<file path="src/rtl/pfdt_pkg.sv">
package pfdt_pkg;

   localparam int MAX_FRAMES_DEF = 1024;
   localparam int PAGE_SHIFT_DEF = 12;

   // frame_total after reset
   localparam int FRAME_TOTAL_RST = 1024;

   // first_frame + frame_count fits in this many bits
   localparam int RUN_W = 12;

   localparam logic [15:0] REFS_MAX = 16'hFFFF;

   typedef enum logic [2:0] {
      OP_MARK      = 3'd0,
      OP_REF       = 3'd1,
      OP_UNREF     = 3'd2,
      OP_LOOKUP    = 3'd3,
      OP_ADD_FREE  = 3'd4,
      OP_TAKE_FREE = 3'd5
   } op_type;

   typedef enum logic [2:0] {
      ST_CLEAR,
      ST_IDLE,
      ST_DECODE,
      ST_MARK,
      ST_RUN,
      ST_DONE
   } state_type;

   typedef struct packed {
      logic [3:0]  ptype;
      logic [15:0] refs;
      logic [15:0] flags;
   } entry_type;

   typedef struct packed {
      logic latch;
      logic decode;
      logic clear_step;
      logic mark_step;
      logic run_step;
      logic load_rsp;
   } cmd_type;

   typedef struct packed {
      logic mark_go;
      logic run_op;
      logic mark_end;
      logic run_end;
      logic clear_end;
      logic rsp_free;
   } status_type;

endpackage

</file>
<file path="src/rtl/pfdt_ctrl.sv">
module pfdt_ctrl (
   input  logic                 clock,
   input  logic                 reset,
   input  logic                 req_valid,
   output logic                 req_ready,
   input  pfdt_pkg::status_type status,
   output pfdt_pkg::cmd_type    cmd
);

   pfdt_pkg::state_type state_ff;
   pfdt_pkg::state_type state_in;

   always_ff @(posedge clock) begin
      if (reset) begin
         state_ff <= pfdt_pkg::ST_CLEAR;
      end else begin
         state_ff <= state_in;
      end
   end

   always_comb begin
      state_in = state_ff;
      case (state_ff)
         pfdt_pkg::ST_CLEAR: begin
            if (status.clear_end) state_in = pfdt_pkg::ST_IDLE;
         end
         pfdt_pkg::ST_IDLE: begin
            if (req_valid) state_in = pfdt_pkg::ST_DECODE;
         end
         pfdt_pkg::ST_DECODE: begin
            if (status.mark_go) begin
               state_in = pfdt_pkg::ST_MARK;
            end else if (status.run_op) begin
               state_in = pfdt_pkg::ST_RUN;
            end else begin
               state_in = pfdt_pkg::ST_DONE;
            end
         end
         pfdt_pkg::ST_MARK: begin
            if (status.mark_end) state_in = pfdt_pkg::ST_DONE;
         end
         pfdt_pkg::ST_RUN: begin
            if (status.run_end) state_in = pfdt_pkg::ST_DONE;
         end
         pfdt_pkg::ST_DONE: begin
            if (status.rsp_free) state_in = pfdt_pkg::ST_IDLE;
         end
         default: begin
            state_in = pfdt_pkg::ST_IDLE;
         end
      endcase
   end

   always_comb begin
      req_ready      = 1'b0;
      cmd            = '0;
      case (state_ff)
         pfdt_pkg::ST_CLEAR: begin
            cmd.clear_step = 1'b1;
         end
         pfdt_pkg::ST_IDLE: begin
            req_ready = 1'b1;
            cmd.latch = req_valid;
         end
         pfdt_pkg::ST_DECODE: begin
            cmd.decode = 1'b1;
         end
         pfdt_pkg::ST_MARK: begin
            cmd.mark_step = 1'b1;
         end
         pfdt_pkg::ST_RUN: begin
            cmd.run_step = 1'b1;
         end
         pfdt_pkg::ST_DONE: begin
            cmd.load_rsp = status.rsp_free;
         end
         default: begin
            cmd = '0;
         end
      endcase
   end

`ifndef SYNTHESIS
   a_cmd_onehot: assert property (@(posedge clock) disable iff (reset)
      $onehot0({cmd.latch, cmd.decode, cmd.clear_step, cmd.mark_step, cmd.run_step,
                cmd.load_rsp}))
      else $error("more than one datapath command active");

   a_latch_decode: assert property (@(posedge clock) disable iff (reset)
      cmd.latch |=> cmd.decode)
      else $error("accepted word not decoded in next cycle");

   a_load_idle: assert property (@(posedge clock) disable iff (reset)
      cmd.load_rsp |=> state_ff == pfdt_pkg::ST_IDLE)
      else $error("controller not idle after result load");
`endif

endmodule

</file>
<file path="config.mk">
export PLATFORM = sky130hd
export DESIGN_NAME = pfdt_ctrl
export DESIGN_NICKNAME = d
export VERILOG_FILES = /design/src/rtl/pfdt_pkg.sv /design/src/rtl/pfdt_ctrl.sv
export SDC_FILE = /design/constraint.sdc
export NUM_CORES = 1
export LEC_CHECK = 0
export BUFFER_PORTS_ARGS = -buffer_cell sky130_fd_sc_hd__buf_2
export CAP_MARGIN = 20
export CORE_AREA = 2 2 39 41
export DETAILED_ROUTE_END_ITERATION = 8
export DIE_AREA = 0 0 41 43
export PLACE_DENSITY = 0.54
export SLEW_MARGIN = 20
export SYNTH_ARGS = -nofsm -noshare
export SYNTH_HDL_FRONTEND = slang
export SYNTH_SLANG_ARGS = --single-unit
</file>
<file path="constraint.sdc">
create_clock -name clock -period 1.19 [get_ports clock]
set_input_delay 0.0595 -clock clock [delete_from_list [all_inputs] [get_ports clock]]
set_output_delay 0.0595 -clock clock [all_outputs]
set_load 0.05 [all_outputs]
</file>
## After elaboration in Yosys (flattened, before gate mapping)

Cells that the tools add are included.

- Eq/ne operators: 10
- Reductions and logical operators: 2
- Mux-type cells: 15

Operators with widths:

| operator | number |
|---|---|
| $mux 3 | 6 |
| $pmux 3 s6 | 1 |
| $ne 2x2->1 const B | 5 |
| $mux 1 | 8 |
| $eq 3x2->1 const B | 2 |
| $eq 3x3->1 const B | 2 |
| $reduce_and 5->1 | 1 |
| $eq 3x1->1 const B | 1 |
| $logic_not 3->1 | 1 |

- Register bits after elaboration: 3
- Input bits: 9
- Output and inout bits: 7
- Logic and storage cells: 28

## Longest topological paths before layout

Gate-level depths: netlist (run 1).

- Word-level depth: 3
- Mapped depth: 5
- Depth with buffers taken out: 4

## Worst setup path after synthesis (run 1)

No wires, ideal clock.

- Kind: register to output
- From: register state_ff[1]
- To: output port cmd[5] (netlist bit)
- Required time: 1.131 ns
- Path buffers: 1
- Data arrival time: 1.859 ns
- Path slack: -0.728 ns
- Stages on the path, launching flop included: 5
- Cell sequence: dfxtp_1 -> buf_4 -> nand2b_1 -> nor2_1 -> and2_1

RTL lines:

| element | line | text |
|---|---|---|
| start: declaration | pfdt_ctrl.sv:10 | `pfdt_pkg::state_type state_ff;` |
| start signal: assignment | pfdt_ctrl.sv:15 | `state_ff <= pfdt_pkg::ST_CLEAR;` |
| start signal: assignment | pfdt_ctrl.sv:17 | `state_ff <= state_in;` |
| end: declaration | pfdt_ctrl.sv:7 | `output pfdt_pkg::cmd_type cmd` |

==> flow_summary.yaml, run 1 <==
routing:
  first_iter_violations: 7
  num_vias: 391
  avgRoutedWirePerCell_um: 11.55
  first_pass_iters: 4
  vias_per_cell: 4.888
  wirelength_um: 924
  drc_errors: 0
  ant_nets: 0
synthesis:
  yosysSeqAreaShare_pct: 20.08
  synth_edf_count: 0
  synth_area_leaders: "dfxtp_1, nor3b_2, buf_4"
  netlist_area_um2: 299.0
  syn_inst: 41
  ys_ff_latch: 3
  synthFlopType: "dfxtp_1"
  yosysTopAreaCell: "dfxtp_1"
  async_flop_share_pct: 0
  synth_area_per_cell_um2: 7.294
  ys_types: 24
  synth_top_area_share_pct: 20.08
  syn_nets: 50
  synth_warnings: 0
layout:
  fin_cells: 80
  largest_reg_flops: 3
  reg_top3: "state_ff (3)"
  area_delta_synth_final_pct: 97.91
  drive_gt1_share_pct: 68.75
  antennaDiodeCount: 0
  top_register: "state_ff"
  nets: 74
power_and_ir_drop:
  switchingPower_mw: 0.3030
  internal_power_mw: 0.4136
  power_frac_seq_pct: 19.2
  power.density_nw_per_um2: 1211
  p_clk_share_pct: 25.7
  swShare_pct: 42.29
  power.leakage_nw: 0.2320
  p_total_mw: 0.7166
  p_comb_share_pct: 55.1
  vdd_drop_max_v: 0.0003359
worst_setup_path:
  critPathRequiredTime_ns: 1.13
  critPathCaptureType: "output pin"
  r2r_start: "state_ff[1]$_SDFFE_PP0P_"
  start_kind: "register"
  critPathCapture: "cmd[2]"
  crit_chain: "buf_8 > nand2b_4 > nor2_4 > buf_6"
  slowest_stage: "dfxtp_4"
  startpoint: "state_ff[2]$_SDFFE_PP0P_"
  worstReg2RegEnd: "state_ff[0]$_SDFFE_PP0P_"
  critical_path_class: "reg2out"
  cp_max_fo: 7
  critPathMaxStageDelay_ns: 0.36
  arrival_ns: 1.13
  rr_worst_depth: 3
  r2r_slack_ns: 0.06
clock_tree:
  cts_tree: "yes"
  root_buffer: "clkbuf_4"
  cts.clk_slew.worst_paths_ns: 0.04
  cts_buffer_depth: 2
  insertion_delay_ns: 0.24
  cts.htree.levels: 1
  numCtsBuffers: 3
  cts_sinks: 3
global_routing:
  antenna_found_initial: 0
  overflow: 0
  grt_usage_pct: 11.95
  grt_start_max_net_pins: 11
  grt_pass1_wl_mm: 1.407
  grt_pass1_vias: 364
sta:
  setup_viol: 0
  finalMaxSlewViolations: 0
  finalHoldViolCount: 0
  slew-limit-headroom_pct: 80.43
  fin_crit_sh_pct: 99.97
  setup_ws_ns: 0.0003034
  rsz0062_at_grt: "true"
  max_freq_mhz: 840.6
  fin_crit_ns: 1.190
  worstMarginPinSlew_ns: 0.2928
  fin_skew_ns: 0.005774
floorplan:
  coreArea_um2: 1384
  design.die.area_um2: 1763
  rows: 14
  ioPinCount: 16
  chipHeight_um: 43
  die_x_um: 41
  start_util_pct: 21.61
placement:
  place_congestion: 0.7194
  place_ws_ns: 0.01658
  portBuffers: 15
  hpwlAfterDp_um: 639.5
  post-place-cells: 73
status:
  status: "complete, no violations"
min_path:
  hold_class: "in2reg"
  hold_depth: 2
job:
  drv_cap: 0
through the flow:
| step | hold slack, ns | TNS (ns) | instance area, um2 | util, % |
|---|---|---|---|---|
| after floorplan | 0.1286 | -0.1753 | 334.1 | - |
| after global placement | 0.2632 | -0.0007694 | 436.7 | 31.56 |
| after detailed placement | 0.2639 | 0 | 436.7 | 31.56 |
| after CTS | 0.001869 | -0.01599 | 553.0 | 39.96 |
| after global routing | 0.01133 | -0.1879 | 591.8 | 42.77 |
| final | 0.007856 | 0 | 591.8 | 42.77 |
routing by layer:
metal | routed length [um] | part of all wire, % | global-route usage, %
met3 | 47 | 5.1 | 3.141
met5 | 0 | 0 | 0
met1 | 346 | 37 | 12.86
met2 | 516 | 56 | 19.06
met4 | 13 | 1.4 | 8.000
critical path: cells and delay by family, from the launching register on:
| family | cells | cell delay [ns] |
|---|---|---|
| flops | 1 | 0.36 |
| buf+inv | 2 | 0.30 |
| simple gates | 2 | 0.23 |
cells in the final DEF (no fill, tap or decap), drive strengths merged:
cell / Yosys / layout
a21oi: 5 / 5
a311oi: 1 / 1
and2: 1 / 1
buf: 3 / 22
clkbuf: 0 / 4
dfxtp: 3 / 3
inv: 2 / 2
mux2i: 1 / 1
nand2: 2 / 2
nand2b: 3 / 3
nand3: 2 / 2
nand3b: 1 / 1
nand4: 1 / 1
nor2: 6 / 6
nor2b: 1 / 1
nor3: 1 / 1
nor3b: 3 / 3
nor4b: 1 / 1
o21a: 1 / 1
o21ai: 2 / 2
o22ai: 1 / 1
synth_stat cells (2+ instances only):
library cell  count
nor2_1            6
a21oi_1           4
buf_4             3
dfxtp_1           3
nand2b_1          3
nand2_1           2
nand3_1           2
nor3b_2           2
cell type report:
cell class / instances / area, um2
Multi-Input combinational cell: 33 / 279.0
Tap cell: 16 / 20.02
Clock buffer: 4 / 26.28
Fill cell: 145 / 792.0
Timing Repair Buffer: 22 / 187.7
Sequential cell: 3 / 71.32
Inverter: 2 / 7.507
timing repair:
action,CTS,global route
setup endpoints to repair,7,10
hold buffers,0,0
hold endpoints to repair,0,0
pin swaps,3,7
gates resized for setup,20,10
setup buffers,3,0
power by group through the flow:
stage,Sequential (mW),Clock [mW],Combinational [mW]
detailed placement,0.134,0,0.305
global route,0.141,0.199,0.418
finish,0.138,0.184,0.395
floorplan,0.128,0,0.247
CTS,0.135,0.186,0.363
global placement,0.134,0,0.301
how the worst min path moves through the flow:
stage / startpoint / slack [ns] / to
global placement: reset / 0.26 / state_ff[0]$_SDFFE_PP0P_
finish: reset / 0.008 / state_ff[1]$_SDFFE_PP0P_
CTS: reset / 0.002 / state_ff[2]$_SDFFE_PP0P_
detailed placement: reset / 0.26 / state_ff[2]$_SDFFE_PP0P_
floorplan: reset / 0.13 / state_ff[1]$_SDFFE_PP0P_
global route: reset / 0.01 / state_ff[1]$_SDFFE_PP0P_
cells by family (layout without fill, tap and decap cells):
kind of cell	Yosys count	after routing	synth area share [%]
mux	1	1	3.347
buf+inv	5	28	10.04
simple gates	22	22	46.03
flops	3	3	20.08
compound gates	10	10	20.50
Note: power is estimated with default switching activity, not from simulation.
==> run 2: changes to the inputs <==
- CAP_MARGIN: 20 -> 30
- SETUP_SLACK_MARGIN: unset -> 0.4
==> flow_summary.yaml, run 2 (synthesis gave the netlist of run 1 again) <==
status:
  status: "finished, violations left"
  violations: "negative setup slack"
placement:
  place_congestion: 0.6787
  hpwlAfterDp_um: 578.2
  portBuffers: 15
  place_ws_ns: 0.004449
  post-place-cells: 72
routing:
  first_iter_violations: 5
  first_pass_iters: 4
  wirelength_um: 980
  num_vias: 396
  avgRoutedWirePerCell_um: 11.53
  vias_per_cell: 4.659
  drc_errors: 0
  ant_nets: 0
clock_tree:
  cts_tree: "yes"
  numCtsBuffers: 3
  cts.htree.levels: 1
  cts_buffer_depth: 2
  insertion_delay_ns: 0.23
  cts.clk_slew.worst_paths_ns: 0.04
  root_buffer: "clkbuf_4"
  cts_sinks: 3
power_and_ir_drop:
  switchingPower_mw: 0.3215
  swShare_pct: 41.42
  p_clk_share_pct: 23.2
  vdd_drop_max_v: 0.0004291
  internal_power_mw: 0.4547
  power.density_nw_per_um2: 1179
  power_frac_seq_pct: 19.3
  p_comb_share_pct: 57.5
  power.leakage_nw: 0.2608
sta:
  worstMarginPinSlew_ns: 0.2499
  setup_ws_ns: -0.009043
  slew-limit-headroom_pct: 83.27
  finalHoldViolCount: 0
  fin_crit_ns: 1.199
  rsz0062_at_grt: "true"
  max_freq_mhz: 834.0
  fin_skew_ns: 0.0002125
  setup_viol: 1
  fin_crit_sh_pct: 100.8
  finalMaxSlewViolations: 0
layout:
  utilization_pct: 47.56
  fill_cells: 137
  antennaDiodeCount: 0
  layout_common_cells: "buf_6, buf_2, buf_4, a21oi_1"
  fin_cells: 85
  largest_reg_flops: 3
  drive_gt1_share_pct: 72.46
  nets: 79
  mostFrequentLayoutCell: "buf_6"
  area_delta_synth_final_pct: 120.1
  top_register: "state_ff"
  reg_top3: "state_ff (3)"
job:
  drv_cap: 0
floorplan:
  design.die.area_um2: 1763
  ioPinCount: 16
  start_util_pct: 21.61
  chipHeight_um: 43
  die_x_um: 41
  coreArea_um2: 1384
  rows: 14
global_routing:
  grt_pass1_vias: 355
  grt_usage_pct: 12.02
  antenna_found_initial: 0
  grt_pass1_wl_mm: 1.455
  overflow: 0
  grt_start_max_net_pins: 9
min_path:
  hold_depth: 2
  hold_class: "in2reg"
worst_setup_path:
  critPathCaptureType: "output pin"
  arrival_ns: 1.14
  rr_worst_depth: 6
  critical_path_class: "reg2out"
  start_kind: "register"
  critPathRequiredTime_ns: 1.13
  cp_max_fo: 8
-- run 2: cell count changes in the layout (fill, tap and decap cells not counted), sizes merged --
| cell | delta |
|---|---|
| buf | +5 |
-- run 2: critical path, stage by stage, from the launching register on --
cell,delay [ns]
dfxtp_4,0.37
nand2b_4,0.17
nor2_4,0.08
and2_4,0.15
buf_8,0.14
-- run 2: area by class of cell --
type                       instances  area [um2]  share of cell area (%)
multi-input combinational         33       301.5                   45.82
inverter                           2       7.507                   1.141
sequential                         3       71.32                   10.84
clock buffer                       4       26.28                   3.992
tap                               16       20.02                   3.042
timing repair buffer              27       231.5                   35.17
-- run 2: power by group through the flow --
stage	registers (mW)	clock network, mW	logic [mW]
floorplan	0.132	0	0.267
global placement	0.156	0	0.292
detailed placement	0.156	0	0.291
CTS	0.145	0.181	0.404
global route	0.152	0.183	0.478
finish	0.150	0.180	0.446
-- run 2: path summary, 6_finish.rpt --
kind	from	end	slack, ns
max	state_ff[1]$_SDFFE_PP0P_	cmd[5]	-0.009
min	reset	state_ff[1]$_SDFFE_PP0P_	0.01
max reg2reg	state_ff[1]$_SDFFE_PP0P_	state_ff[1]$_SDFFE_PP0P_	0.03
min reg2reg	state_ff[1]$_SDFFE_PP0P_	state_ff[1]$_SDFFE_PP0P_	0.52
-- run 2: metrics by stage --
step                  TNS, ns  power (mW)  hold WS [ns]  area [um2]
floorplan            -0.07249      0.3990        0.1212       360.3
global placement     -0.02157      0.4488        0.2531       447.9
detailed placement          0      0.4470        0.2559       447.9
CTS                         0      0.7304       0.01108       613.1
global route          -0.2125      0.8133       0.02435       658.1
finish              -0.009043      0.7762       0.01311       658.1
-- run 2: per-layer routing --
metal	track usage [%]	wire, um
met1	13.42	394
met3	0	45
met4	6.000	14
met5	0	0
met2	21.56	525
-- run 2: timing repair --
item / 4_1_cts / 5_1_grt
setup buffers: 8 / 1
endpoints found under the setup margin: 10 / 10
hold buffers: 0 / 0
pin swaps: 5 / 7
resized for setup: 24 / 9
